**src/rtl/core/rigid_body_kinematic_step_top_macros.svh**
```systemverilog
// Assertion macros for the rigid body kinematic step block
`ifndef RIGID_BODY_KINEMATIC_STEP_TOP_MACROS_SVH
`define RIGID_BODY_KINEMATIC_STEP_TOP_MACROS_SVH

// same-cycle implication
`define RBK_ASSERT_IMP(lbl, ante, cons) \
  lbl: assert property (@(posedge clk) disable iff (rst) (ante) |-> (cons)) \
    else $error("rbk assertion failed");

// next-cycle implication
`define RBK_ASSERT_NXT(lbl, ante, cons) \
  lbl: assert property (@(posedge clk) disable iff (rst) (ante) |=> (cons)) \
    else $error("rbk assertion failed");

`endif

```
**src/rtl/core/rbk_pkg.sv**
```systemverilog
// Shared types, codes and helpers for the rigid body kinematic step block
package rbk_pkg;

  localparam int QW = 32;
  localparam int PW = 66;

  localparam logic [1:0] REG_MASS      = 2'd0;
  localparam logic [1:0] REG_SPEED_LIM = 2'd1;
  localparam logic [1:0] REG_ROT_LIM   = 2'd2;
  localparam logic [1:0] REG_ANG_ACC   = 2'd3;

  typedef enum logic [4:0] {
    OP_NONE, OP_LOAD, OP_FDIV_START, OP_FDIV_WR, OP_MUL_AD, OP_MUL_VD, OP_MUL_DVD,
    OP_UPD_AXIS, OP_MUL_HD, OP_UPD_H, OP_UPD_S, OP_SQ, OP_LIM, OP_SQRT_INIT,
    OP_SQRT_STEP, OP_MUL_SC, OP_SDIV_START, OP_SC_WR, OP_CLAMP, OP_EMIT
  } op_t;

  typedef enum logic [4:0] {
    ST_IDLE, ST_FDIV, ST_FWAIT, ST_FWR, ST_MAD, ST_MVD, ST_MDVD, ST_UPD, ST_MHD,
    ST_UPH, ST_UPS, ST_SQ, ST_LIM, ST_CMP, ST_SQI, ST_SQS, ST_SCM, ST_SDIV,
    ST_SWAIT, ST_SWR, ST_CLAMP, ST_DONE
  } state_t;

  typedef struct packed {
    op_t        op;
    logic [1:0] axis;
  } cmd_t;

  typedef struct packed {
    logic div_done;
    logic sum_gt;
  } stat_t;

  function automatic logic signed [QW-1:0] sat32(input logic signed [PW-1:0] v);
    if (v[PW-1:QW-1] == {(PW-QW+1){v[PW-1]}}) begin
      return v[QW-1:0];
    end
    return v[PW-1] ? 32'sh8000_0000 : 32'sh7fff_ffff;
  endfunction

  function automatic logic signed [PW-1:0] ext66(input logic signed [QW-1:0] v);
    return {{(PW-QW){v[QW-1]}}, v};
  endfunction

endpackage

```
**src/rtl/core/rbk_ctrl.sv**
```systemverilog
// Sequencer for force and time step items
module rbk_ctrl (
  input  logic          clk,
  input  logic          rst,
  input  logic          s_tvalid,
  input  logic          s_tuser,
  output logic          s_tready,
  output logic          m_tvalid,
  input  logic          m_tready,
  input  rbk_pkg::stat_t stat,
  output rbk_pkg::cmd_t  cmd
);

  rbk_pkg::state_t state, state_next;
  logic [1:0] axis, axis_next;
  logic [4:0] cnt, cnt_next;
  logic       out_valid, out_valid_next;

  assign s_tready = (state == rbk_pkg::ST_IDLE);
  assign m_tvalid = out_valid;

  always_ff @(posedge clk) begin
    if (rst) begin
      state     <= rbk_pkg::ST_IDLE;
      axis      <= '0;
      cnt       <= '0;
      out_valid <= 1'b0;
    end else begin
      state     <= state_next;
      axis      <= axis_next;
      cnt       <= cnt_next;
      out_valid <= out_valid_next;
    end
  end

  always_comb begin
    state_next     = state;
    axis_next      = axis;
    cnt_next       = cnt;
    out_valid_next = out_valid & ~m_tready;
    cmd.op         = rbk_pkg::OP_NONE;
    cmd.axis       = axis;
    unique case (state)
      rbk_pkg::ST_IDLE: begin
        axis_next = '0;
        if (s_tvalid) begin
          cmd.op     = rbk_pkg::OP_LOAD;
          state_next = s_tuser ? rbk_pkg::ST_MAD : rbk_pkg::ST_FDIV;
        end
      end
      rbk_pkg::ST_FDIV: begin
        cmd.op     = rbk_pkg::OP_FDIV_START;
        state_next = rbk_pkg::ST_FWAIT;
      end
      rbk_pkg::ST_FWAIT: begin
        if (stat.div_done) state_next = rbk_pkg::ST_FWR;
      end
      rbk_pkg::ST_FWR: begin
        cmd.op = rbk_pkg::OP_FDIV_WR;
        if (axis == 2'd2) begin
          state_next = rbk_pkg::ST_DONE;
        end else begin
          axis_next  = axis + 2'd1;
          state_next = rbk_pkg::ST_FDIV;
        end
      end
      rbk_pkg::ST_MAD: begin
        cmd.op     = rbk_pkg::OP_MUL_AD;
        state_next = rbk_pkg::ST_MVD;
      end
      rbk_pkg::ST_MVD: begin
        cmd.op     = rbk_pkg::OP_MUL_VD;
        state_next = rbk_pkg::ST_MDVD;
      end
      rbk_pkg::ST_MDVD: begin
        cmd.op     = rbk_pkg::OP_MUL_DVD;
        state_next = rbk_pkg::ST_UPD;
      end
      rbk_pkg::ST_UPD: begin
        cmd.op = rbk_pkg::OP_UPD_AXIS;
        if (axis == 2'd2) begin
          state_next = rbk_pkg::ST_MHD;
        end else begin
          axis_next  = axis + 2'd1;
          state_next = rbk_pkg::ST_MAD;
        end
      end
      rbk_pkg::ST_MHD: begin
        cmd.op     = rbk_pkg::OP_MUL_HD;
        state_next = rbk_pkg::ST_UPH;
      end
      rbk_pkg::ST_UPH: begin
        cmd.op     = rbk_pkg::OP_UPD_H;
        state_next = rbk_pkg::ST_UPS;
      end
      rbk_pkg::ST_UPS: begin
        cmd.op     = rbk_pkg::OP_UPD_S;
        axis_next  = '0;
        state_next = rbk_pkg::ST_SQ;
      end
      rbk_pkg::ST_SQ: begin
        cmd.op = rbk_pkg::OP_SQ;
        if (axis == 2'd2) begin
          state_next = rbk_pkg::ST_LIM;
        end else begin
          axis_next = axis + 2'd1;
        end
      end
      rbk_pkg::ST_LIM: begin
        cmd.op     = rbk_pkg::OP_LIM;
        state_next = rbk_pkg::ST_CMP;
      end
      rbk_pkg::ST_CMP: begin
        state_next = stat.sum_gt ? rbk_pkg::ST_SQI : rbk_pkg::ST_CLAMP;
      end
      rbk_pkg::ST_SQI: begin
        cmd.op     = rbk_pkg::OP_SQRT_INIT;
        cnt_next   = '0;
        state_next = rbk_pkg::ST_SQS;
      end
      rbk_pkg::ST_SQS: begin
        cmd.op   = rbk_pkg::OP_SQRT_STEP;
        cnt_next = cnt + 5'd1;
        if (cnt == 5'd31) begin
          axis_next  = '0;
          state_next = rbk_pkg::ST_SCM;
        end
      end
      rbk_pkg::ST_SCM: begin
        cmd.op     = rbk_pkg::OP_MUL_SC;
        state_next = rbk_pkg::ST_SDIV;
      end
      rbk_pkg::ST_SDIV: begin
        cmd.op     = rbk_pkg::OP_SDIV_START;
        state_next = rbk_pkg::ST_SWAIT;
      end
      rbk_pkg::ST_SWAIT: begin
        if (stat.div_done) state_next = rbk_pkg::ST_SWR;
      end
      rbk_pkg::ST_SWR: begin
        cmd.op = rbk_pkg::OP_SC_WR;
        if (axis == 2'd2) begin
          state_next = rbk_pkg::ST_CLAMP;
        end else begin
          axis_next  = axis + 2'd1;
          state_next = rbk_pkg::ST_SCM;
        end
      end
      rbk_pkg::ST_CLAMP: begin
        cmd.op     = rbk_pkg::OP_CLAMP;
        state_next = rbk_pkg::ST_DONE;
      end
      rbk_pkg::ST_DONE: begin
        if (!out_valid || m_tready) begin
          cmd.op         = rbk_pkg::OP_EMIT;
          out_valid_next = 1'b1;
          state_next     = rbk_pkg::ST_IDLE;
        end
      end
      default: state_next = rbk_pkg::ST_IDLE;
    endcase
  end

endmodule

```
**config.mk**
```make
export PLATFORM = sky130hd
export DESIGN_NAME = rbk_ctrl
export DESIGN_NICKNAME = d
export VERILOG_FILES = /design/src/rtl/core/rigid_body_kinematic_step_top_macros.svh /design/src/rtl/core/rbk_pkg.sv /design/src/rtl/core/rbk_ctrl.sv
export SDC_FILE = /design/constraint.sdc
export NUM_CORES = 1
export LEC_CHECK = 0
export BUFFER_PORTS_ARGS = -buffer_cell sky130_fd_sc_hd__buf_2
export CAP_MARGIN = 20
export CORE_MARGIN = 2
export CORE_UTILIZATION = 60
export CTS_CLUSTER_SIZE = 40
export DETAILED_ROUTE_END_ITERATION = 8
export GPL_ROUTABILITY_DRIVEN = 0
export PLACE_DENSITY = 0.89
export SYNTH_ARGS = -nofsm -noshare
export SYNTH_HDL_FRONTEND = slang
export SYNTH_SLANG_ARGS = --single-unit
```
**constraint.sdc**
```tcl
create_clock -name clk -period 4.2 [get_ports clk]
set_input_delay 1.05 -clock clk [delete_from_list [all_inputs] [get_ports clk]]
set_output_delay 1.05 -clock clk [all_outputs]
set_load 0.05 [all_outputs]
```
==> results.toml <==
[outcome]
status = "finished, final reports clean"

[global_route]
overflow = 0
antenna_found_initial = 0
grt_max_degree = 23
grt_pass1_vias = 1000
grt_first_pass_wirelength_um = 4220
gr-usage-all-layers_pct = 27.1

[timing]
finClkSkew_ns = 0.00288
rsz0062_at_grt = "no"
setup_violations = 0
relSlewSlack_pct = 52.7
setup_ws_ns = 1.00
fin_setup_tns_ns = 0
period_needed_ns = 3.20
final_max_slew_viol_count = 0
hold_viol_final = 0
worst_pin_slew_ns = 0.709
max_freq_mhz = 313
min_period_over_period_pct = 76.1

[cts]
cts_setup_buffers = 0
h-tree-depth = 1
numCtsBuffers = 3
post_cts_resized = 0
numClockSinks = 13
cts_max_path_buffers = 2
cts_tree = "built"
cts_root_buffer = "clkbuf_4"
insertion_delay_ns = 0.28
hold_buffers = 0
clk_pin_slew_ns = 0.08

[setup_path]
end_kind = "output pin"
critical_path_class = "flop to output pin"
r2r_setup_slack_ns = 2.01
startpoint_type = "flop"
worstRegToRegCells = 5
arrival_ns = 2.15
rr_startpoint = "state[0]"
cp_data_required_time_ns = 3.15
rr_endpoint = "state[1]"
path_max_fanout = 19

[cells_and_area]
num-fill-cells = 151
area_growth_pct = 5.86
mostFrequentLayoutCells = "22 x nor2_1, 18 x a21oi_1, 15 x nand2_1, 15 x buf_2, 13 x dfxtp_1"
layout_commonest_cell = "nor2_1"
regArea_um2 = 260
final_nets = 171
drive_gt1_share_pct = 15.6
multi_input_area_um2 = 706
finalInstanceArea_mm2 = 0.00113
diodes = 0

[job]
drv_cap = 0

[place]
pre_cts_ws_ns = 1.21
place_area_mm2 = 0.00110
place_hpwl_um = 1900
port_buffers = 15

[routing]
ant_nets = 0
routed_wl_um = 2560
first_pass_iters = 5
drc = 0
via_count = 1146
vias_per_cell = 6.19
wl_per_cell_um = 13.9
drt_iter0_markers = 57

[floorplanning]
coreArea_mm2 = 0.00171
row_count = 15
die_x_um = 46.2
start_util_pct = 62.5
io_pins = 16
die-area_mm2 = 0.00213
die_h_um = 46.2

[yosys]
ys_ff_latch = 13
syn_area_mm2 = 0.00107
synth_warnings = 0
avgSynthCellArea_um2 = 7.07
seq_area_frac_synth_pct = 24.4
syn_nets = 161
syn_inst = 151
synth_cell_type_count = 38

[hold_path]
min_to = "cnt[4]"
hold_depth = 2
hold_class = "flop to flop"
min_from = "cnt[4]"

[power_and_ir_drop]
sw_frac_of_total_pct = 52.1
p_total_uw = 531
p_int_uw = 255
p_seq_share_pct = 35.4
power_frac_comb_pct = 50.3
clkPwrFrac_pct = 14.3
power_switching_uw = 277
p_leak_uw = 0.000428
ir_drop_v = 0.000385
powerDensity_mw_per_mm2 = 470
## cell type report
| cell class | count | share of cell area [%] |
|---|---|---|
| multi-input combinational | 120 | 62.5 |
| sequential | 13 | 23.0 |
| timing repair buffer | 15 | 6.64 |
| tap | 25 | 2.77 |
| inverter | 8 | 2.66 |
| clock buffer | 3 | 1.99 |
| clock inverter | 1 | 0.443 |
## how the worst max path moves through the flow
stage	slack, ns	endpoint	startpoint	cells after the start
3_5_place_dp	1.21	cmd[6]	m_tready	6
3_3_place_gp	1.21	cmd[6]	m_tready	6
6_report	1.00	cmd[2]	state[2]	5
2_1_floorplan	0.18	cmd[6]	m_tready	4
4_1_cts	1.02	cmd[2]	state[0]	5
5_1_grt	0.87	cmd[2]	state[0]	5
## metrics by stage
| stage | hold WS, ns | utilization, % | cells |
|---|---|---|---|
| 6_report | 0.471 | 66.2 | 185 |
| 5_1_grt | 0.508 | 66.2 | 185 |
| 4_1_cts | 0.473 | 66.2 | 185 |
| 3_5_place_dp | 0.461 | 64.5 | 181 |
| 3_3_place_gp | 0.447 | 64.5 | 181 |
| 2_1_floorplan | 0.436 | - | 151 |
## metal layers
layer  up-vias  part of all wire [%]  track usage (%)
met3         2                   8.0             9.41
met1       517                    45             34.0
li1        575                     -                -
met5         -                     0                0
met2        52                    47             44.2
met4         0                  0.16             6.29
## logic make-up after synthesis
group	Yosys count	share of synthesized area, %
compound gates	51	30.6
xor+xnor	1	0.821
fa+ha+maj	4	4.46
buf+inv	18	9.61
flops	13	24.4
simple gates	64	30.1
## state kept, by name, summed over array words and instances, names as in the netlist
name and cells:
state 5, cnt 5, axis 2, m_tvalid 1
## worst max-delay path, cell delays in order, from the launching register on
cell and delay [ns]:
dfxtp_1 0.78, nor2_1 0.26, nand3_1 0.21, o21ai_0 0.13
a221o_1 0.27, buf_2 0.21
## synth_stat cells, drive strengths merged
| master | count | area share (%) |
|---|---|---|
| a221o | 1 | 0.94 |
| o32ai | 1 | 0.82 |
| nor2b | 5 | 3.6 |
| buf | 2 | 2.1 |
| nand2 | 15 | 5.3 |
| o221a | 1 | 1.1 |
| a31oi | 1 | 0.59 |
| xor2 | 1 | 0.82 |
| nor3b | 2 | 1.4 |
| o22ai | 6 | 3.5 |
| nor4 | 1 | 0.59 |
| nand2b | 1 | 0.59 |
| and4b | 1 | 0.94 |
| dfxtp | 13 | 24 |
| clkbuf | 8 | 4.7 |
| maj3 | 1 | 0.94 |
| o221ai | 1 | 0.82 |
| nand4 | 3 | 1.8 |
| nor2 | 22 | 7.7 |
| o31ai | 1 | 0.70 |
| o211ai | 3 | 2.1 |
| a21oi | 18 | 8.4 |
| or2 | 1 | 0.59 |
| nand3 | 8 | 3.8 |
| a22oi | 1 | 0.70 |
| o21ai | 12 | 5.6 |
| a211o | 2 | 1.6 |
| o41a | 1 | 2.0 |
| and3 | 1 | 0.59 |
| inv | 8 | 2.8 |
| or4b | 1 | 1.3 |
| ha | 3 | 3.5 |
| or3b | 1 | 1.1 |
| a2111oi | 1 | 0.82 |
| a221oi | 1 | 0.82 |
| nor3 | 2 | 0.94 |
## power groups by stage
stage / Sequential, uW / Combinational [uW] / Clock (uW)
floorplan: 145 / 264 / 0
global placement: 187 / 256 / 0
detailed placement: 189 / 265 / 0
CTS: 186 / 265 / 79.1
global route: 192 / 294 / 85.5
finish: 188 / 267 / 76.2
Power figures use the tool's default switching activity.
